$ cat src/rtl/assert_macros.svh
// ----------------------------------------------------------------------------
// Assertion macros
// Clocked, reset-qualified concurrent assertion shorthands.
// ----------------------------------------------------------------------------
`ifndef ASSERT_MACROS_SVH
`define ASSERT_MACROS_SVH

// plain property on the block clock, off during reset
`define FCDP_CHECK(lbl, prop, msg) \
	lbl: assert property (@(posedge clk) disable iff (!arst_n) prop) else $error(msg);

// overlapped implication on the block clock, off during reset
`define FCDP_CHECK_IMP(lbl, ante, cons, msg) \
	lbl: assert property (@(posedge clk) disable iff (!arst_n) (ante) |-> (cons)) else $error(msg);

`endif

$ cat src/rtl/fcdp_pkg.sv
// ----------------------------------------------------------------------------
// fcdp_pkg
// Types, widths and constants shared by the dosing pump timer modules.
// ----------------------------------------------------------------------------
package fcdp_pkg;

	localparam int NUM_CH    = 4;
	localparam int CH_W      = 2;
	localparam int AMT_W     = 24;
	localparam int SPD_W     = 16;
	localparam int MS_W      = 32;
	localparam int MASK_W    = NUM_CH;
	localparam int STATES_W  = 2 * NUM_CH;
	localparam int K_W       = 13;
	localparam int PROD_W    = AMT_W + K_W;
	localparam int DVD_W     = PROD_W + 1;
	localparam int DVS_W     = SPD_W + 1;
	localparam int CNT_W     = $clog2(DVD_W + 1);

	// ms per minute over hundredths: 60 * 1000 / 10
	localparam logic [K_W-1:0]   K_CONV      = K_W'(6000);
	localparam logic [SPD_W-1:0] SPEED_RESET = SPD_W'(1200);

	typedef enum logic [1:0] {
		OP_TICK = 2'd0,
		OP_VOL  = 2'd1,
		OP_DUR  = 2'd2,
		OP_ALL  = 2'd3
	} op_t;

	typedef enum logic [1:0] {
		CS_IDLE = 2'd0,
		CS_WAIT = 2'd1,
		CS_RUN  = 2'd2
	} chst_t;

	typedef enum logic [1:0] {
		ST_OK      = 2'd0,
		ST_INVALID = 2'd1,
		ST_BUSY    = 2'd2
	} status_t;

	typedef struct packed {
		logic capture;
		logic tick;
		logic load_dur;
		logic mul;
		logic div_start;
		logic load_conv;
		logic prep;
		logic launch;
		logic idx_inc;
		logic emit;
	} cmd_t;

	typedef struct packed {
		op_t  op;
		logic vol_zero;
		logic idx_last;
		logic prep_ok;
		logic div_done;
		logic out_free;
	} sts_t;

endpackage

$ cat src/rtl/fcdp_cmd_if.sv
// ----------------------------------------------------------------------------
// fcdp_cmd_if
// Command channel: one item per accepted valid/ready handshake.
// ----------------------------------------------------------------------------
interface fcdp_cmd_if;

	logic                            valid;
	logic                            ready;
	logic [1:0]                      opcode;
	logic [fcdp_pkg::CH_W-1:0]       channel;
	logic [fcdp_pkg::AMT_W-1:0]      amount;
	logic [fcdp_pkg::AMT_W-1:0]      vol_first;
	logic [fcdp_pkg::AMT_W-1:0]      vol_second;
	logic [fcdp_pkg::AMT_W-1:0]      vol_third;
	logic [fcdp_pkg::AMT_W-1:0]      vol_fourth;

	modport source (
		output valid, opcode, channel, amount, vol_first, vol_second, vol_third, vol_fourth,
		input  ready
	);

	modport sink (
		input  valid, opcode, channel, amount, vol_first, vol_second, vol_third, vol_fourth,
		output ready
	);

endinterface

$ cat src/rtl/fcdp_rsp_if.sv
// ----------------------------------------------------------------------------
// fcdp_rsp_if
// Result channel: one item per accepted valid/ready handshake.
// ----------------------------------------------------------------------------
interface fcdp_rsp_if;

	logic                              valid;
	logic                              ready;
	logic [1:0]                        status;
	logic [fcdp_pkg::MASK_W-1:0]       pump_on_mask;
	logic [fcdp_pkg::STATES_W-1:0]     channel_states;
	logic                              any_busy;

	modport source (
		output valid, status, pump_on_mask, channel_states, any_busy,
		input  ready
	);

	modport sink (
		input  valid, status, pump_on_mask, channel_states, any_busy,
		output ready
	);

endinterface

$ cat src/rtl/fcdp_div.sv
// ----------------------------------------------------------------------------
// fcdp_div
// Radix-2 restoring divider, one quotient bit per cycle.
// ----------------------------------------------------------------------------
`include "assert_macros.svh"

module fcdp_div (
	input  logic                        clk,
	input  logic                        arst_n,
	input  logic                        start,
	input  logic [fcdp_pkg::DVD_W-1:0]  dividend,
	input  logic [fcdp_pkg::DVS_W-1:0]  divisor,
	output logic [fcdp_pkg::DVD_W-1:0]  quot,
	output logic                        done
);

	logic                         busy_q;
	logic                         done_q;
	logic [fcdp_pkg::CNT_W-1:0]   cnt_q;
	logic [fcdp_pkg::DVS_W-1:0]   rem_q;
	logic [fcdp_pkg::DVD_W-1:0]   quo_q;
	logic [fcdp_pkg::DVS_W-1:0]   dvs_q;
	logic [fcdp_pkg::DVS_W:0]     trial;
	logic [fcdp_pkg::DVS_W:0]     diff;
	logic                         ge;

	assign trial = {rem_q, quo_q[fcdp_pkg::DVD_W-1]};
	assign diff  = trial - {1'b0, dvs_q};
	assign ge    = trial >= {1'b0, dvs_q};

	always_ff @(posedge clk or negedge arst_n) begin
		if (!arst_n) begin
			busy_q <= 1'b0;
			done_q <= 1'b0;
			cnt_q  <= '0;
		end else begin
			done_q <= 1'b0;
			if (start) begin
				busy_q <= 1'b1;
				cnt_q  <= fcdp_pkg::CNT_W'(fcdp_pkg::DVD_W - 1);
			end else if (busy_q) begin
				if (cnt_q == '0) begin
					busy_q <= 1'b0;
					done_q <= 1'b1;
				end else begin
					cnt_q <= cnt_q - 1'b1;
				end
			end
		end
	end

	always_ff @(posedge clk) begin
		if (start) begin
			rem_q <= '0;
			quo_q <= dividend;
			dvs_q <= divisor;
		end else if (busy_q) begin
			rem_q <= ge ? diff[fcdp_pkg::DVS_W-1:0] : trial[fcdp_pkg::DVS_W-1:0];
			quo_q <= {quo_q[fcdp_pkg::DVD_W-2:0], ge};
		end
	end

	assign quot = quo_q;
	assign done = done_q;

	`FCDP_CHECK_IMP(a_div_done_after_busy, done_q, $past(busy_q), "divider done without a run")
	`FCDP_CHECK_IMP(a_div_no_restart, start, !busy_q, "divider restarted while busy")

endmodule

$ cat src/rtl/fcdp_dp.sv
// ----------------------------------------------------------------------------
// fcdp_dp
// Datapath: speed registers, command capture, volume conversion, channel
// countdowns and the result register.
// ----------------------------------------------------------------------------
`include "assert_macros.svh"

module fcdp_dp (
	input  logic                           clk,
	input  logic                           arst_n,
	input  fcdp_pkg::cmd_t                 cmd,
	output fcdp_pkg::sts_t                 sts,
	input  logic                           cfg_we,
	input  logic [1:0]                     cfg_idx,
	input  logic [fcdp_pkg::SPD_W-1:0]     cfg_data,
	input  logic [1:0]                     opcode,
	input  logic [fcdp_pkg::CH_W-1:0]      channel,
	input  logic [fcdp_pkg::AMT_W-1:0]     amount,
	input  logic [fcdp_pkg::AMT_W-1:0]     vol_first,
	input  logic [fcdp_pkg::AMT_W-1:0]     vol_second,
	input  logic [fcdp_pkg::AMT_W-1:0]     vol_third,
	input  logic [fcdp_pkg::AMT_W-1:0]     vol_fourth,
	input  logic                           rsp_ready,
	output logic                           rsp_valid,
	output logic [1:0]                     rsp_status,
	output logic [fcdp_pkg::MASK_W-1:0]    rsp_mask,
	output logic [fcdp_pkg::STATES_W-1:0]  rsp_states,
	output logic                           rsp_busy
);

	logic [fcdp_pkg::SPD_W-1:0]                     speed_q [fcdp_pkg::NUM_CH];
	fcdp_pkg::op_t                                  op_q;
	logic [fcdp_pkg::CH_W-1:0]                      ch_q;
	logic [fcdp_pkg::AMT_W-1:0]                     amt_q;
	logic [fcdp_pkg::AMT_W-1:0]                     vol_q [fcdp_pkg::NUM_CH];
	logic [fcdp_pkg::CH_W-1:0]                      idx_q;
	fcdp_pkg::status_t                              st_q;
	logic [fcdp_pkg::MS_W-1:0]                      ms_q;
	logic [fcdp_pkg::PROD_W-1:0]                    prod_s1;
	logic [fcdp_pkg::SPD_W-1:0]                     spd_s1;
	logic                                           vzero_s1;
	fcdp_pkg::chst_t                                state_q [fcdp_pkg::NUM_CH];
	logic [fcdp_pkg::NUM_CH-1:0][fcdp_pkg::MS_W-1:0] rem_q;
	logic [fcdp_pkg::NUM_CH-1:0][fcdp_pkg::MS_W-1:0] rem_dec;
	logic [fcdp_pkg::NUM_CH-1:0]                    drive_q;
	logic [fcdp_pkg::NUM_CH-1:0]                    run_v;
	logic                                           valid_q;
	logic [1:0]                                     out_status_q;
	logic [fcdp_pkg::MASK_W-1:0]                    out_mask_q;
	logic [fcdp_pkg::STATES_W-1:0]                  out_states_q;
	logic                                           out_busy_q;

	logic [fcdp_pkg::CH_W-1:0]   cur_ch;
	logic [fcdp_pkg::AMT_W-1:0]  cur_vol;
	logic [fcdp_pkg::DVD_W-1:0]  dividend;
	logic [fcdp_pkg::DVD_W-1:0]  quot;
	logic                        div_done;
	logic [fcdp_pkg::MS_W-1:0]   conv_ms;
	fcdp_pkg::status_t           prep_res;
	logic [fcdp_pkg::STATES_W-1:0] states_v;

	assign cur_ch  = (op_q == fcdp_pkg::OP_ALL) ? idx_q : ch_q;
	assign cur_vol = (op_q == fcdp_pkg::OP_ALL) ? vol_q[idx_q] : amt_q;

	// configuration
	always_ff @(posedge clk or negedge arst_n) begin
		if (!arst_n) begin
			for (int i = 0; i < fcdp_pkg::NUM_CH; i++) begin
				speed_q[i] <= fcdp_pkg::SPEED_RESET;
			end
		end else if (cfg_we) begin
			speed_q[cfg_idx] <= cfg_data;
		end
	end

	// command capture
	always_ff @(posedge clk) begin
		if (cmd.capture) begin
			op_q     <= fcdp_pkg::op_t'(opcode);
			ch_q     <= channel;
			amt_q    <= amount;
			vol_q[0] <= vol_first;
			vol_q[1] <= vol_second;
			vol_q[2] <= vol_third;
			vol_q[3] <= vol_fourth;
		end
	end

	// volume conversion
	always_ff @(posedge clk) begin
		if (cmd.mul) begin
			prod_s1  <= fcdp_pkg::PROD_W'(cur_vol) * fcdp_pkg::PROD_W'(fcdp_pkg::K_CONV);
			spd_s1   <= speed_q[cur_ch];
			vzero_s1 <= (cur_vol == '0);
		end
	end

	assign dividend = {prod_s1, 1'b0} + fcdp_pkg::DVD_W'(spd_s1);

	fcdp_div u_div (
		.clk      (clk),
		.arst_n   (arst_n),
		.start    (cmd.div_start),
		.dividend (dividend),
		.divisor  ({spd_s1, 1'b0}),
		.quot     (quot),
		.done     (div_done)
	);

	always_comb begin
		if (vzero_s1) begin
			conv_ms = '0;
		end else if (spd_s1 == '0 || quot[fcdp_pkg::DVD_W-1:fcdp_pkg::MS_W] != '0) begin
			conv_ms = '1;
		end else begin
			conv_ms = quot[fcdp_pkg::MS_W-1:0];
		end
	end

	always_ff @(posedge clk) begin
		if (cmd.load_dur) begin
			ms_q <= fcdp_pkg::MS_W'(amt_q);
		end else if (cmd.load_conv) begin
			ms_q <= conv_ms;
		end
	end

	always_comb begin
		if (ms_q == '0) begin
			prep_res = fcdp_pkg::ST_INVALID;
		end else if (state_q[cur_ch] != fcdp_pkg::CS_IDLE) begin
			prep_res = fcdp_pkg::ST_BUSY;
		end else begin
			prep_res = fcdp_pkg::ST_OK;
		end
	end

	// sequencing state: scan index and status
	always_ff @(posedge clk or negedge arst_n) begin
		if (!arst_n) begin
			idx_q <= '0;
			st_q  <= fcdp_pkg::ST_OK;
		end else begin
			if (cmd.capture) begin
				idx_q <= '0;
				st_q  <= fcdp_pkg::ST_OK;
			end else begin
				if (cmd.idx_inc) begin
					idx_q <= idx_q + 1'b1;
				end
				if (cmd.prep) begin
					st_q <= prep_res;
				end
			end
		end
	end

	// channels
	always_comb begin
		for (int i = 0; i < fcdp_pkg::NUM_CH; i++) begin
			rem_dec[i] = (rem_q[i] == '0) ? '0 : rem_q[i] - 1'b1;
			run_v[i]   = (state_q[i] == fcdp_pkg::CS_RUN);
			states_v[2*i +: 2] = state_q[i];
		end
	end

	always_ff @(posedge clk or negedge arst_n) begin
		if (!arst_n) begin
			for (int i = 0; i < fcdp_pkg::NUM_CH; i++) begin
				state_q[i] <= fcdp_pkg::CS_IDLE;
				rem_q[i]   <= '0;
				drive_q[i] <= 1'b0;
			end
		end else begin
			for (int i = 0; i < fcdp_pkg::NUM_CH; i++) begin
				if (cmd.tick && state_q[i] == fcdp_pkg::CS_RUN) begin
					rem_q[i] <= rem_dec[i];
					if (rem_dec[i] == '0) begin
						state_q[i] <= fcdp_pkg::CS_IDLE;
						drive_q[i] <= 1'b0;
					end
				end
				if (cmd.prep && prep_res == fcdp_pkg::ST_OK && cur_ch == fcdp_pkg::CH_W'(i)) begin
					rem_q[i]   <= ms_q;
					state_q[i] <= fcdp_pkg::CS_WAIT;
				end
				if (cmd.launch && state_q[i] == fcdp_pkg::CS_WAIT) begin
					state_q[i] <= fcdp_pkg::CS_RUN;
					drive_q[i] <= 1'b1;
				end
			end
		end
	end

	// result register
	always_ff @(posedge clk or negedge arst_n) begin
		if (!arst_n) begin
			valid_q <= 1'b0;
		end else if (cmd.emit) begin
			valid_q <= 1'b1;
		end else if (rsp_ready) begin
			valid_q <= 1'b0;
		end
	end

	always_ff @(posedge clk) begin
		if (cmd.emit) begin
			out_status_q <= st_q;
			out_mask_q   <= drive_q;
			out_states_q <= states_v;
			out_busy_q   <= (states_v != '0);
		end
	end

	always_comb begin
		sts.op       = op_q;
		sts.vol_zero = (cur_vol == '0);
		sts.idx_last = (idx_q == fcdp_pkg::CH_W'(fcdp_pkg::NUM_CH - 1));
		sts.prep_ok  = (prep_res == fcdp_pkg::ST_OK);
		sts.div_done = div_done;
		sts.out_free = !valid_q || rsp_ready;
	end

	assign rsp_valid  = valid_q;
	assign rsp_status = out_status_q;
	assign rsp_mask   = out_mask_q;
	assign rsp_states = out_states_q;
	assign rsp_busy   = out_busy_q;

	`FCDP_CHECK(a_drive_matches_run, drive_q == run_v, "pump drive disagrees with run state")

endmodule

$ cat src/rtl/fcdp_ctrl.sv
// ----------------------------------------------------------------------------
// fcdp_ctrl
// Controller: sequences decode, conversion, prepare, launch and result.
// ----------------------------------------------------------------------------
`include "assert_macros.svh"

module fcdp_ctrl (
	input  logic             clk,
	input  logic             arst_n,
	input  logic             cmd_valid,
	output logic             cmd_ready,
	input  fcdp_pkg::sts_t   sts,
	output fcdp_pkg::cmd_t   cmd
);

	typedef enum logic [3:0] {
		S_IDLE,
		S_DECODE,
		S_SCAN,
		S_MUL,
		S_DSTART,
		S_DWAIT,
		S_PREP,
		S_LAUNCH,
		S_EMIT
	} state_t;

	state_t state_q;
	state_t state_d;

	always_comb begin
		cmd       = '0;
		cmd_ready = 1'b0;
		state_d   = state_q;
		case (state_q)
			S_IDLE: begin
				cmd_ready   = 1'b1;
				cmd.capture = cmd_valid;
				if (cmd_valid) begin
					state_d = S_DECODE;
				end
			end
			S_DECODE: begin
				case (sts.op)
					fcdp_pkg::OP_TICK: begin
						cmd.tick = 1'b1;
						state_d  = S_EMIT;
					end
					fcdp_pkg::OP_VOL: begin
						state_d = S_MUL;
					end
					fcdp_pkg::OP_DUR: begin
						cmd.load_dur = 1'b1;
						state_d      = S_PREP;
					end
					default: begin
						state_d = S_SCAN;
					end
				endcase
			end
			S_SCAN: begin
				if (!sts.vol_zero) begin
					state_d = S_MUL;
				end else if (sts.idx_last) begin
					state_d = S_LAUNCH;
				end else begin
					cmd.idx_inc = 1'b1;
				end
			end
			S_MUL: begin
				cmd.mul = 1'b1;
				state_d = S_DSTART;
			end
			S_DSTART: begin
				cmd.div_start = 1'b1;
				state_d       = S_DWAIT;
			end
			S_DWAIT: begin
				if (sts.div_done) begin
					cmd.load_conv = 1'b1;
					state_d       = S_PREP;
				end
			end
			S_PREP: begin
				cmd.prep = 1'b1;
				if (!sts.prep_ok) begin
					state_d = S_EMIT;
				end else if (sts.op != fcdp_pkg::OP_ALL || sts.idx_last) begin
					state_d = S_LAUNCH;
				end else begin
					cmd.idx_inc = 1'b1;
					state_d     = S_SCAN;
				end
			end
			S_LAUNCH: begin
				cmd.launch = 1'b1;
				state_d    = S_EMIT;
			end
			S_EMIT: begin
				if (sts.out_free) begin
					cmd.emit = 1'b1;
					state_d  = S_IDLE;
				end
			end
			default: begin
				state_d = S_IDLE;
			end
		endcase
	end

	always_ff @(posedge clk or negedge arst_n) begin
		if (!arst_n) begin
			state_q <= S_IDLE;
		end else begin
			state_q <= state_d;
		end
	end

	`FCDP_CHECK_IMP(a_accept_to_decode, cmd_valid && cmd_ready, ##1 state_q == S_DECODE, "accepted item not decoded")

endmodule

$ cat src/rtl/four_channel_dosing_pump_timer.sv
// ----------------------------------------------------------------------------
// four_channel_dosing_pump_timer
// Four pump channels with millisecond countdowns, started by volume or by
// duration, advanced by tick items.
//
//   port     dir    kind            fields
//   cmd      in     valid/ready     opcode channel amount vol_first..vol_fourth
//   rsp      out    valid/ready     status pump_on_mask channel_states any_busy
//   cfg_*    in     write only      cfg_we cfg_idx cfg_data (speed_ch0..3)
//
// Start by volume runs through the bit-serial divider. Start all runs one
// division per nonzero volume, done in order. One item is worked at a
// time; the next is taken once its result is loaded into the output
// register. A stalled result holds the controller before loading. Reset
// is asynchronous; speeds come up at 1200, channels idle.
// ----------------------------------------------------------------------------
module four_channel_dosing_pump_timer (
	input  logic                        clk,
	input  logic                        arst_n,
	fcdp_cmd_if.sink                    cmd,
	fcdp_rsp_if.source                  rsp,
	input  logic                        cfg_we,
	input  logic [1:0]                  cfg_idx,
	input  logic [fcdp_pkg::SPD_W-1:0]  cfg_data
);

	fcdp_pkg::cmd_t ctl_cmd;
	fcdp_pkg::sts_t dp_sts;

	fcdp_ctrl u_ctrl (
		.clk       (clk),
		.arst_n    (arst_n),
		.cmd_valid (cmd.valid),
		.cmd_ready (cmd.ready),
		.sts       (dp_sts),
		.cmd       (ctl_cmd)
	);

	fcdp_dp u_dp (
		.clk        (clk),
		.arst_n     (arst_n),
		.cmd        (ctl_cmd),
		.sts        (dp_sts),
		.cfg_we     (cfg_we),
		.cfg_idx    (cfg_idx),
		.cfg_data   (cfg_data),
		.opcode     (cmd.opcode),
		.channel    (cmd.channel),
		.amount     (cmd.amount),
		.vol_first  (cmd.vol_first),
		.vol_second (cmd.vol_second),
		.vol_third  (cmd.vol_third),
		.vol_fourth (cmd.vol_fourth),
		.rsp_ready  (rsp.ready),
		.rsp_valid  (rsp.valid),
		.rsp_status (rsp.status),
		.rsp_mask   (rsp.pump_on_mask),
		.rsp_states (rsp.channel_states),
		.rsp_busy   (rsp.any_busy)
	);

endmodule

$ cat src/flat_wrapper.sv
// flat-port wrapper written by rule: the top's interface ports become plain ports
module four_channel_dosing_pump_timer_flat 
  (clk, arst_n, cfg_we, cfg_idx, cfg_data, cmd_valid, cmd_opcode, cmd_channel, cmd_amount, cmd_vol_first, cmd_vol_second, cmd_vol_third, cmd_vol_fourth, cmd_ready, rsp_valid, rsp_status, rsp_pump_on_mask, rsp_channel_states, rsp_any_busy, rsp_ready);
  fcdp_cmd_if cmd_i ();
  fcdp_rsp_if rsp_i ();
  input  logic clk;
  input  logic arst_n;
  input  logic cfg_we;
  input  logic [1:0] cfg_idx;
  input  logic [fcdp_pkg::SPD_W-1:0] cfg_data;
  input wire logic [$bits(cmd_i.valid)-1:0] cmd_valid;
  input wire logic [$bits(cmd_i.opcode)-1:0] cmd_opcode;
  input wire logic [$bits(cmd_i.channel)-1:0] cmd_channel;
  input wire logic [$bits(cmd_i.amount)-1:0] cmd_amount;
  input wire logic [$bits(cmd_i.vol_first)-1:0] cmd_vol_first;
  input wire logic [$bits(cmd_i.vol_second)-1:0] cmd_vol_second;
  input wire logic [$bits(cmd_i.vol_third)-1:0] cmd_vol_third;
  input wire logic [$bits(cmd_i.vol_fourth)-1:0] cmd_vol_fourth;
  output wire logic [$bits(cmd_i.ready)-1:0] cmd_ready;
  output wire logic [$bits(rsp_i.valid)-1:0] rsp_valid;
  output wire logic [$bits(rsp_i.status)-1:0] rsp_status;
  output wire logic [$bits(rsp_i.pump_on_mask)-1:0] rsp_pump_on_mask;
  output wire logic [$bits(rsp_i.channel_states)-1:0] rsp_channel_states;
  output wire logic [$bits(rsp_i.any_busy)-1:0] rsp_any_busy;
  input wire logic [$bits(rsp_i.ready)-1:0] rsp_ready;
  assign cmd_i.valid = cmd_valid;
  assign cmd_i.opcode = cmd_opcode;
  assign cmd_i.channel = cmd_channel;
  assign cmd_i.amount = cmd_amount;
  assign cmd_i.vol_first = cmd_vol_first;
  assign cmd_i.vol_second = cmd_vol_second;
  assign cmd_i.vol_third = cmd_vol_third;
  assign cmd_i.vol_fourth = cmd_vol_fourth;
  assign cmd_ready = cmd_i.ready;
  assign rsp_valid = rsp_i.valid;
  assign rsp_status = rsp_i.status;
  assign rsp_pump_on_mask = rsp_i.pump_on_mask;
  assign rsp_channel_states = rsp_i.channel_states;
  assign rsp_any_busy = rsp_i.any_busy;
  assign rsp_i.ready = rsp_ready;
  four_channel_dosing_pump_timer u_core (.clk(clk), .arst_n(arst_n), .cmd(cmd_i), .rsp(rsp_i), .cfg_we(cfg_we), .cfg_idx(cfg_idx), .cfg_data(cfg_data));
endmodule
$ cat config.mk
export PLATFORM = sky130hd
export DESIGN_NAME = four_channel_dosing_pump_timer_flat
export DESIGN_NICKNAME = d
export VERILOG_FILES = /design/src/rtl/fcdp_pkg.sv /design/src/rtl/fcdp_cmd_if.sv /design/src/rtl/fcdp_rsp_if.sv /design/src/rtl/fcdp_div.sv /design/src/rtl/fcdp_dp.sv /design/src/rtl/fcdp_ctrl.sv /design/src/rtl/four_channel_dosing_pump_timer.sv /design/src/flat_wrapper.sv
export VERILOG_INCLUDE_DIRS = /design/src /design/src/rtl
export SDC_FILE = /design/constraint.sdc
export NUM_CORES = 1
export LEC_CHECK = 0
export BUFFER_PORTS_ARGS = -buffer_cell sky130_fd_sc_hd__buf_2
export CAP_MARGIN = 20
export CORE_UTILIZATION = 40
export DETAILED_ROUTE_END_ITERATION = 16
export HOLD_SLACK_MARGIN = 0.02
export MAX_ROUTING_LAYER = met4
export PLACE_DENSITY = 0.6
export SYNTH_ARGS = -nofsm -noshare
export SYNTH_HDL_FRONTEND = slang
export SYNTH_HIERARCHICAL = 1
export SYNTH_SLANG_ARGS = --single-unit
$ cat constraint.sdc
create_clock -name clk -period 12 [get_ports clk]
set_clock_uncertainty 0.1 [all_clocks]
set_input_delay 0.6 -clock clk [delete_from_list [all_inputs] [get_ports clk]]
set_output_delay 0.6 -clock clk [all_outputs]
set_load 0.05 [all_outputs]
==> flow_metrics.tcl <==
set metrics [dict create \
    cts_tree "built" \
    via_per_inst 5.60 \
    io_buffers 163 \
    grt_pass1_wl_mm 137 \
    grt_use_total_pct 23.1 \
    core_area_um2 77300 \
    fmax_mhz 144 \
    num_rows 102 \
    synthToLayoutAreaGrowth_pct 14.8 \
    cp.arrival_ns 7.27 \
    yosys-top-cells-area "edfxtp_1 26%, dfrtp_1 16%, fa_1 7.0%" \
    globalplace.congestion 0.903 \
    grt_start_max_net_pins 87 \
    cts_resized 0 \
    routed_wl_mm 88.6 \
    numCtsBuffers 57 \
    synth-edff-count 268 \
    die_w_um 282 \
    avgSynthCellArea_um2 10.9 \
    critPathCaptureType "flop" \
    drv_slew 0 \
    hold_viol_final 0 \
    yosysWarnings 6 \
    cts.htree.levels 2 \
    ys.flop_type "edfxtp_1" \
    start_util_pct 40.4 \
    tightest_slew_ns 1.09 \
    clk_latency_ns 0.64 \
    ant_nets 0 \
    slew_headroom_pct 26.9 \
    syn_inst 2880 \
    hpwl_mm 63.3 \
    setup_slack_ns 5.03 \
    hp-class "in2reg" \
    ys_ff_latch 514 \
    antenna_found_initial 3 \
    dpl_worst_slack_ns 5.09 \
    crit_path_start "u_core/u_dp/idx_q[1]$_DFFE_PN0P_" \
    synth_top_area_cell "edfxtp_1" \
    rsz0062_at_grt "false" \
    io_pins 164 \
    num_vias 23400 \
    layout_commonest_cell "inv_1" \
    grt_pass1_vias 23400 \
    setup_viol 0 \
    dr.pass1.iters 5 \
    place_area_um2 33100 \
    grt-ovfl-total 0 \
    synth_top_area_share_pct 25.8 \
    drt_iter0_markers 2081 \
    cts_hold_buf 74 \
    crit_fanout 23 \
    cts-root-buf "clkbuf_16" \
    reg2reg_from "u_core/u_dp/idx_q[1]$_DFFE_PN0P_" \
    cts.sinks 514 \
    layout.nets 3483 \
    outcome "completed" \
    wl_per_cell_um 21.2 \
    synth_seq_area_share_pct 45.1 \
    path_class "reg2reg" \
    drc_errors 0 \
    synth_area_um2 31300 \
    fin_area_um2 35900 \
    period_share_pct 58.1 \
    finalCriticalPeriod_ns 6.97 \
    clk_path_buf_depth 3 \
    synth-async-reset-ratio_pct 43.0 \
    reg2reg_to "u_core/u_dp/prod_s1[30]$_DFFE_PP_" \
    fin_tns_setup_ns 0 \
    synthDistinctLibCells 108 \
    cts_setup_buffers 0 \
    die_area_um2 79300 \
    required_ns 12.30 \
    die_height_um 282 \
    drive_above_1_share_pct 15.9 \
    hold_start "cmd_vol_fourth[23]" \
    reg2reg_slack_ns 5.03 \
    final_cell_mix "341 x inv_1, 268 x edfxtp_1, 216 x nor2_1" \
    synth_nets 3277 \
    maxCapViolations 0 \
    clk_pin_slew_ns 0.06 \
    r2r_cells 21 \
    holdPathEnd "u_core/u_dp/vol_q[3][23]$_DFFE_PP_" \
    min_path_cells 1 \
    cp-start-kind "flop" \
]
==> area by class of cell <==
type,instances,area (um^2)
fillers,7171,41500
diodes,2,5.00
well taps,1040,1300
clock buffers,78,1610
repair buffers,270,1860
clock inverters,27,348
multi-input cells,1901,15400
flip-flops and latches,514,14100
inverters,342,1280
==> cell usage after synthesis, types with 16 or more instances <==
library cell and count:
a21oi_1 85, a221o_1 85, and3_1 21, clkbuf_1 93
dfrtp_1 205, dfstp_2 16, dfxtp_1 25, edfxtp_1 268
fa_1 110, ha_1 140, inv_1 342, mux2_2 103
mux2i_1 40, mux4_2 40, nand2_1 177, nand2b_1 29
nand3_1 56, nand4_1 33, nor2_1 220, nor3_1 109
nor3b_1 20, nor4_1 56, o21ai_0 134, o31ai_1 28
or3_1 29, xnor2_1 64, xor2_1 36
==> per-stage QoR <==
stage / util, % / hold slack [ns] / instances
finish: 46.4 / 0.0554 / 4174
global route: 46.4 / 0.0274 / 4174
CTS: 46.3 / 0.0204 / 4169
detailed placement: 42.8 / 0.352 / 3990
global placement: 42.8 / 0.353 / 3989
floorplan: - / 0.204 / 2880
==> registers in the layout, indices dropped and copies added (netlist names), 8 cells and up <==
signal	count
u_core/u_dp/amt_q	24
u_core/u_dp/rem_q	128
u_core/u_dp/prod_s1	33
u_core/u_dp/u_div/rem_q	17
u_core/u_dp/ms_q	32
u_core/u_dp/vol_q	96
u_core/u_dp/speed_q	64
u_core/u_dp/spd_s1	16
u_core/u_dp/u_div/quot	38
u_core/u_dp/rsp_states	8
u_core/u_dp/u_div/dvs_q	17
u_core/u_dp/state_q	8
==> worst max-delay path by stage <==
stage | end | slack, ns | cells past startpoint
final | u_core/u_dp/prod_s1[30]$_DFFE_PP_ | 5.03 | 21
after detailed placement | u_core/u_dp/prod_s1[30]$_DFFE_PP_ | 5.09 | 21
after global placement | u_core/u_dp/prod_s1[36]$_DFFE_PP_ | 5.28 | 21
after global routing | u_core/u_dp/prod_s1[30]$_DFFE_PP_ | 4.63 | 21
after CTS | u_core/u_dp/prod_s1[30]$_DFFE_PP_ | 5.05 | 21
after floorplan | u_core/u_dp/prod_s1[30]$_DFFE_PP_ | 5.40 | 23
==> layer usage <==
metal	share of wire [%]	GRT usage [%]	vias to the layer above	routed length (um)
met4	3.3	7.36	0	2910
li1	-	-	10800	-
met1	44	30.5	11600	39100
met5	0	-	-	0
met2	47	36.6	800	41300
met3	5.9	3.38	169	5210
==> kinds of logic after synthesis <==
| group | count (synthesis) | share of synthesized area [%] |
|---|---|---|
| and+or+nand+nor | 854 | 14.0 |
| DFF | 514 | 45.1 |
| AOI/OAI and AO/OA | 512 | 11.7 |
| buffers and inverters | 465 | 5.81 |
| adders and majority gates | 250 | 12.7 |
| muxes | 184 | 7.91 |
| xor gates and xnor gates | 100 | 2.80 |
| other | 1 | 0.0120 |
==> worst max-delay path, stage by stage (launching register included) <==
cell,delay [ns]
dfrtp_1,0.60
buf_4,0.42
mux4_2,0.39
mux2i_1,0.30
inv_1,0.26
fa_1,0.54
inv_1,0.05
fa_1,0.49
inv_1,0.05
fa_1,0.52
inv_1,0.05
fa_1,0.47
inv_1,0.04
ha_1,0.34
o211a_1,0.15
o31a_1,0.13
nor3b_1,0.40
a31oi_1,0.30
o211ai_1,0.28
a21boi_0,0.18
or2_2,0.30
o311ai_0,0.35
Power is not shown: default switching activity piles up to over one toggle a cycle in this logic, so the estimate is an artifact.
